===== src/so3_pkg.sv =====
// shared types, constants and fixed-point helpers for the so3 exponential map
`timescale 1ns / 1ps

package so3_pkg;

    // fixed-point formats
    localparam int IN_FRAC_BITS  = 24;
    localparam int OUT_FRAC_BITS = 30;

    // pipeline depths of the iterative units
    localparam int SQRT_STAGES  = 32;
    localparam int DIV_STAGES   = 31;
    localparam int HORNER_STEPS = 5;
    localparam int SC_STAGES    = HORNER_STEPS + 4;
    localparam int SC_PAD       = DIV_STAGES - SC_STAGES;

    // phase and angle constants
    localparam logic [29:0] TURN_SCALE = 30'd683565276;
    localparam logic [30:0] HALFPI_Q30 = 31'd1686629713;

    typedef logic signed [33:0] q30_t;
    typedef logic signed [47:0] wide_t;
    typedef logic signed [31:0] word_t;
    typedef logic [2:0][31:0]   vec_t;
    typedef logic [8:0][31:0]   mat_t;

    localparam q30_t ONE_Q30 = 34'sd1073741824;

    // quadrant codes of the phase
    localparam logic [1:0] QUAD_I   = 2'd0;
    localparam logic [1:0] QUAD_II  = 2'd1;
    localparam logic [1:0] QUAD_III = 2'd2;
    localparam logic [1:0] QUAD_IV  = 2'd3;

    // sine and cosine series coefficients, highest order first
    localparam q30_t SIN_TOP = -34'sd27;
    localparam q30_t COS_TOP = 34'sd2;
    localparam q30_t SIN_C [HORNER_STEPS] = '{
        34'sd2959, -34'sd213044, 34'sd8947849, -34'sd178956971, 34'sd1073741824
    };
    localparam q30_t COS_C [HORNER_STEPS] = '{
        -34'sd296, 34'sd26631, -34'sd1491308, 34'sd44739243, -34'sd536870912
    };

    // output rescaling shifts
    localparam int IN_SH_L = (OUT_FRAC_BITS >= IN_FRAC_BITS) ? OUT_FRAC_BITS - IN_FRAC_BITS : 0;
    localparam int IN_SH_R = (OUT_FRAC_BITS >= IN_FRAC_BITS) ? 0 : IN_FRAC_BITS - OUT_FRAC_BITS;
    localparam int Q_SH_R  = 30 - OUT_FRAC_BITS;

    localparam wide_t ONE_OUT = 48'sd1 <<< OUT_FRAC_BITS;

    // magnitude of a 32-bit signed word
    function automatic logic [31:0] mag32(logic [31:0] v);
        return v[31] ? 32'(-v) : v;
    endfunction

    // q30 product, rounded half away from zero
    function automatic q30_t mulq(q30_t a, q30_t b);
        logic [32:0] ma;
        logic [32:0] mb;
        logic [65:0] pr;
        q30_t        m;
        ma = a[33] ? 33'(-a) : 33'(a);
        mb = b[33] ? 33'(-b) : 33'(b);
        pr = 66'(ma) * 66'(mb);
        pr = pr + (66'd1 << 29);
        m  = q30_t'({1'b0, pr[62:30]});
        return (a[33] != b[33]) ? -m : m;
    endfunction

    // shift a signed value with rounding of the magnitude half away from zero
    function automatic wide_t round_shift(wide_t v, int sh_l, int sh_r);
        logic [47:0] m;
        m = v[47] ? 48'(-v) : 48'(v);
        m = ((m << sh_l) + ((48'd1 << sh_r) >> 1)) >> sh_r;
        return v[47] ? -$signed(m) : $signed(m);
    endfunction

    // clamp to plus or minus one in the output format
    function automatic logic [31:0] sat_out(wide_t v);
        wide_t c;
        c = v;
        if (v > ONE_OUT) begin
            c = ONE_OUT;
        end
        if (v < -ONE_OUT) begin
            c = -ONE_OUT;
        end
        return c[31:0];
    endfunction

endpackage


===== src/so3_div.sv =====
// pipelined restoring divider, one quotient bit per stage
`timescale 1ns / 1ps

module so3_div (
    input  logic        clk,
    input  logic        en,
    input  logic [61:0] num,
    input  logic [31:0] den,
    output logic [30:0] quo
);
    localparam int N = so3_pkg::DIV_STAGES;

    logic [31:0] rem_reg [N];
    logic [30:0] low_reg [N];
    logic [30:0] quo_reg [N];
    logic [31:0] den_reg [N];

    for (genvar s = 0; s < N; s++) begin : g_stage
        logic [31:0] rem_in;
        logic [30:0] low_in;
        logic [30:0] quo_in;
        logic [31:0] den_in;
        logic [32:0] rem_sh;
        logic [32:0] rem_next;
        logic [30:0] quo_next;

        // the quotient stays below 2^31, so the top bits start the remainder
        if (s == 0) begin : g_first
            assign rem_in = {1'b0, num[61:31]};
            assign low_in = num[30:0];
            assign quo_in = '0;
            assign den_in = den;
        end else begin : g_rest
            assign rem_in = rem_reg[s-1];
            assign low_in = low_reg[s-1];
            assign quo_in = quo_reg[s-1];
            assign den_in = den_reg[s-1];
        end

        // shift in one numerator bit and subtract when it fits
        always_comb
        begin
            rem_sh = {rem_in, low_in[30]};
            if (rem_sh >= {1'b0, den_in})
            begin
                rem_next = rem_sh - {1'b0, den_in};
                quo_next = {quo_in[29:0], 1'b1};
            end
            else
            begin
                rem_next = rem_sh;
                quo_next = {quo_in[29:0], 1'b0};
            end
        end

        always_ff @(posedge clk)
        begin
            if (en)
            begin
                rem_reg[s] <= rem_next[31:0];
                low_reg[s] <= {low_in[29:0], 1'b0};
                quo_reg[s] <= quo_next;
                den_reg[s] <= den_in;
            end
        end
    end

    assign quo = quo_reg[N-1];

endmodule


===== config.mk =====
export PLATFORM = sky130hd
export DESIGN_NAME = so3_div
export DESIGN_NICKNAME = d
export VERILOG_FILES = /design/src/so3_pkg.sv /design/src/so3_div.sv
export SDC_FILE = /design/constraint.sdc
export NUM_CORES = 2
export LEC_CHECK = 0
export CORE_MARGIN = 2
export CORE_UTILIZATION = 49
export CTS_CLUSTER_SIZE = 20
export DETAILED_ROUTE_END_ITERATION = 6
export DONT_BUFFER_PORTS = 1
export HOLD_SLACK_MARGIN = 0.06
export PLACE_DENSITY = 0.75
export SLEW_MARGIN = 20
export SYNTH_ARGS = -nofsm -noshare
export SYNTH_HDL_FRONTEND = slang
export SYNTH_SLANG_ARGS = --single-unit
export TNS_END_PERCENT = 50

===== constraint.sdc =====
create_clock -name clk -period 3.75 [get_ports clk]
set_input_delay 0 -clock clk [delete_from_list [all_inputs] [get_ports clk]]
set_output_delay 0 -clock clk [all_outputs]
set_load 0.01 [all_outputs]

==> summary.txt <==
RUN STATUS
--------------------------------------------------------------------------------
Status ............................................................ finished, violations left
Violated checks ................................................... negative setup slack

FLOORPLAN
--------------------------------------------------------------------------------
Initial cell density of the core ..................................        49.3%
Row count .........................................................          201
Chip Height .......................................................       554 um
Count of boundary I/O pins ........................................          127
Area enclosed by the die boundary .................................   306000 um2
Placeable Area ....................................................   300000 um2
Horizontal die dimension ..........................................       554 um

DRT
--------------------------------------------------------------------------------
Avg Vias per Cell .................................................         5.55
WL final ..........................................................    327000 um
Total via count after detailed routing ............................        95400
Average detailed-routed wire length per instance ..................      19.0 um
Remaining DRCs ....................................................            0
Detailed-routing iteration count for the pre-antenna-repair pass ..            6
Number of DRC violations after detailed-routing iteration 0 .......         7652
Remaining antenna violation count .................................            0

CLOCK TREE
--------------------------------------------------------------------------------
Clock buffers created by TritonCTS ................................          315
Number of H-tree levels ...........................................            5
Clock root cell ................................................... sky130_fd_sc_hd__clkbuf_16
Clock tree from TritonCTS .........................................          yes
CTS clock-pin slew for the worst setup and hold paths .............        70 ps
Clk buf depth .....................................................            4
Skew-Pair Late Insertion Delay ....................................       900 ps
Clock net sink count ..............................................         2881

LOGIC SYNTHESIS
--------------------------------------------------------------------------------
Primary FF master, synth .......................................... sky130_fd_sc_hd__edfxtp_1
Syn Inst Count ....................................................        12100
Proportion of synthesized chip area in sequential cells ...........        58.5%
Fraction of post-synthesis cell area in the top cell type by area .        58.5%
Synth Net Count ...................................................        13200
Total standard cell area after synthesis ..........................   148000 um2
EDFF count, synth .................................................         2881
Flops & latches, synth ............................................         2881
Most area-hungry cell type in the Yosys netlist ................... sky130_fd_sc_hd__edfxtp_1
Biggest area contributors in the synthesized netlist .............. sky130_fd_sc_hd__edfxtp_1 (58%), sky130_fd_sc_hd__ha_1 (8.4%), sky130_fd_sc_hd__mux2_2 (3.6%)
Synthesized area per cell .........................................     12.2 um2
Fraction of registers with async set/reset ........................           0%
YS warnings .......................................................            0
Count of unique library cells instantiated by Yosys ...............           93

GLOBAL ROUTE
--------------------------------------------------------------------------------
Global-route wire length before repair ............................    504000 um
Number of global-route vias before repair .........................        93500
Pin count of the biggest net entering global routing ..............          129
Remaining global-route overflow ...................................            0
Total routing usage reported by global routing ....................        20.5%
Number of antenna violations at the first check in global routing .            1

STA
--------------------------------------------------------------------------------
Worst slew margin .................................................        41.3%
Final critical-path share of the clock period .....................         108%
Final Slew Violations .............................................            0
Unrepaired setup endpoints after global routing ...................          yes
Slew at the pin with the worst max-slew slack .....................       871 ps
Final-layout setup total negative slack ...........................     -9090 ps
Setup violators final .............................................           53
Highest clock rate ................................................    0.246 GHz
Final clock skew ..................................................      62.0 ps
Shortest clock period the worst path allows after layout ..........      4060 ps
Worst Setup Slack, final ..........................................      -312 ps
Number of hold violations in the final report .....................            0

LAYOUT
--------------------------------------------------------------------------------
Final standard cell count with taps included and fillers excluded .        17200
Number of nets in the layout ......................................        14100
Fill cell count ...................................................        24000
Most frequent cells in the layout ................................. sky130_fd_sc_hd__edfxtp_1 (2881), sky130_fd_sc_hd__inv_1 (1243), sky130_fd_sc_hd__ha_1 (971)
Synthesis-to-layout area growth ...................................        16.3%
Share of cells above drive strength 1 .............................        14.2%
Most common library cell in the layout ignoring fill and taps ..... sky130_fd_sc_hd__edfxtp_1

PWR
--------------------------------------------------------------------------------
Internal Dissipation ..............................................     97500 uW
Leakage ...........................................................    0.0699 uW
Net switching share of the total power ............................        35.5%
Peak supply drop ..................................................       498 uV
Sequential fraction of design power ...............................        34.1%
Net Switching .....................................................     53700 uW
Proportion of power drawn by combinational gates ..................        45.0%
Power per unit of standard cell area ..............................   879 nW/um2
Proportion of power drawn by the clock network ....................        20.8%

MIN PATH
--------------------------------------------------------------------------------
Hold Startpoint ...................................................       den[1]
Path category of the worst min-delay check ........................    in -> reg

JOB
--------------------------------------------------------------------------------
Maximum capacitance violations ....................................            0

CRITICAL PATH
--------------------------------------------------------------------------------
Origin of the critical flop-to-flop path .......................... rem_reg[0][64]$_DFFE_PP_
Element type at the critical path end .............................         flop
Worst setup SP type ...............................................         flop
Worst Setup SP .................................................... rem_reg[0][64]$_DFFE_PP_
Required time of the critical path ................................      4400 ps
Data arrival time of the critical path ............................      4710 ps
Critical path type ................................................   reg -> reg
Critical path fanouts, max ........................................            8

PLACE
--------------------------------------------------------------------------------
Half-perimeter wire length after detailed placement ...............    233000 um
Dpl cells .........................................................        16300
RePlAce Congestion ................................................        0.922
Number of input and output port buffers inserted ..................            0

==> cell type report <==
| type | instances | area (um2) | share of cell area (%) |
|---|---|---|---|
| Antenna cell | 2 | 5.00 | 0.00291 |
| Sequential cell | 2881 | 86500 | 50.3 |
| Multi-Input combinational cell | 7704 | 57400 | 33.3 |
| Tap cell | 3958 | 4950 | 2.88 |
| Clock inverter | 197 | 2310 | 1.34 |
| Clock buffer | 363 | 8190 | 4.76 |
| Timing Repair Buffer | 837 | 8070 | 4.69 |
| Inverter | 1251 | 4700 | 2.73 |
==> stage by stage <==
stage	utilization [%]	power (uW)	setup slack, ps	hold slack, ps	instance area, um2
floorplan	-	96000	33.1	98.9	148000
global placement	52.3	114000	-138	98.9	157000
detailed placement	52.3	116000	-185	98.9	157000
CTS	56.6	149000	-155	60.3	170000
global route	57.3	161000	-404	205	172000
finish	57.3	151000	-312	178	172000
==> timing repair <==
action,CTS,global route
pin swaps,16,86
gates cloned,7,17
hold buffers,189,0
resized for setup,63,288
setup buffers,28,52
endpoints found under the setup margin,292,717
hold endpoints to repair,669,0
==> power groups by stage <==
stage	registers [uW]	logic [uW]	clock network [uW]
finish	51600	68100	31500
floorplan	49300	46800	0
global route	52200	75100	33400
CTS	51700	65000	32300
global placement	52200	62300	0
detailed placement	52200	63400	0
==> critical path, stage by stage (launching register included) <==
cell	delay [ps]
sky130_fd_sc_hd__edfxtp_1	420
sky130_fd_sc_hd__ha_1	320
sky130_fd_sc_hd__nor2b_4	130
sky130_fd_sc_hd__o31a_1	320
sky130_fd_sc_hd__o31ai_2	290
sky130_fd_sc_hd__nand4_1	190
sky130_fd_sc_hd__a32o_2	340
sky130_fd_sc_hd__a2111o_1	420
sky130_fd_sc_hd__nand2_2	100
sky130_fd_sc_hd__a211oi_2	70
sky130_fd_sc_hd__a211o_1	270
sky130_fd_sc_hd__a211oi_4	290
sky130_fd_sc_hd__buf_6	180
sky130_fd_sc_hd__buf_12	150
sky130_fd_sc_hd__mux2_4	300
==> path summary, 6_finish.rpt <==
kind                               endpoint  slack (ps)  cells after the start
setup / recovery  rem_reg[0][101]$_DFFE_PP_        -310                     14
hold / removal      rem_reg[0][1]$_DFFE_PP_         180                      3
setup reg to reg  rem_reg[0][101]$_DFFE_PP_        -310                     14
hold reg to reg   quo_reg[1][138]$_DFFE_PP_         360                      0
==> logic make-up (layout without fill, tap and decap cells) <==
group	count (synthesis)	after routing	synth area share (%)
compound gates	2989	2991	12.7
xor+xnor	810	810	4.79
fa+ha+maj	1022	1022	8.79
buf+inv	1503	2648	3.88
flops	2881	2881	58.5
mux	517	517	3.90
other cells	0	2	0
simple gates	2364	2364	7.50
==> Yosys cell counts (75+ instances only) <==
cell type and count:
sky130_fd_sc_hd__and3_1 92, sky130_fd_sc_hd__nand2b_1 108, sky130_fd_sc_hd__o21a_1 106, sky130_fd_sc_hd__xor2_1 306
sky130_fd_sc_hd__nand4_1 166, sky130_fd_sc_hd__a21oi_1 836, sky130_fd_sc_hd__o21ai_0 776, sky130_fd_sc_hd__inv_1 1251
sky130_fd_sc_hd__nor2b_1 145, sky130_fd_sc_hd__edfxtp_1 2881, sky130_fd_sc_hd__nor2_1 518, sky130_fd_sc_hd__a31oi_1 108
sky130_fd_sc_hd__nand2_1 868, sky130_fd_sc_hd__o21bai_1 130, sky130_fd_sc_hd__clkbuf_1 194, sky130_fd_sc_hd__nand3_1 168
sky130_fd_sc_hd__nor3_1 107, sky130_fd_sc_hd__xnor2_1 504, sky130_fd_sc_hd__mux2_2 470, sky130_fd_sc_hd__a21o_1 502
sky130_fd_sc_hd__ha_1 992, sky130_fd_sc_hd__o31ai_1 75
==> routing by layer <==
| metal | global-route usage (%) | routed length, um | vias up |
|---|---|---|---|
| met1 | 25.0 | 134000 | 45800 |
| met5 | 0 | 0 | - |
| met2 | 36.9 | 166000 | 2497 |
| met3 | 2.34 | 14200 | 762 |
| li1 | - | - | 46400 |
| met4 | 8.04 | 13200 | 0 |
(Power assumes the default switching activity.)
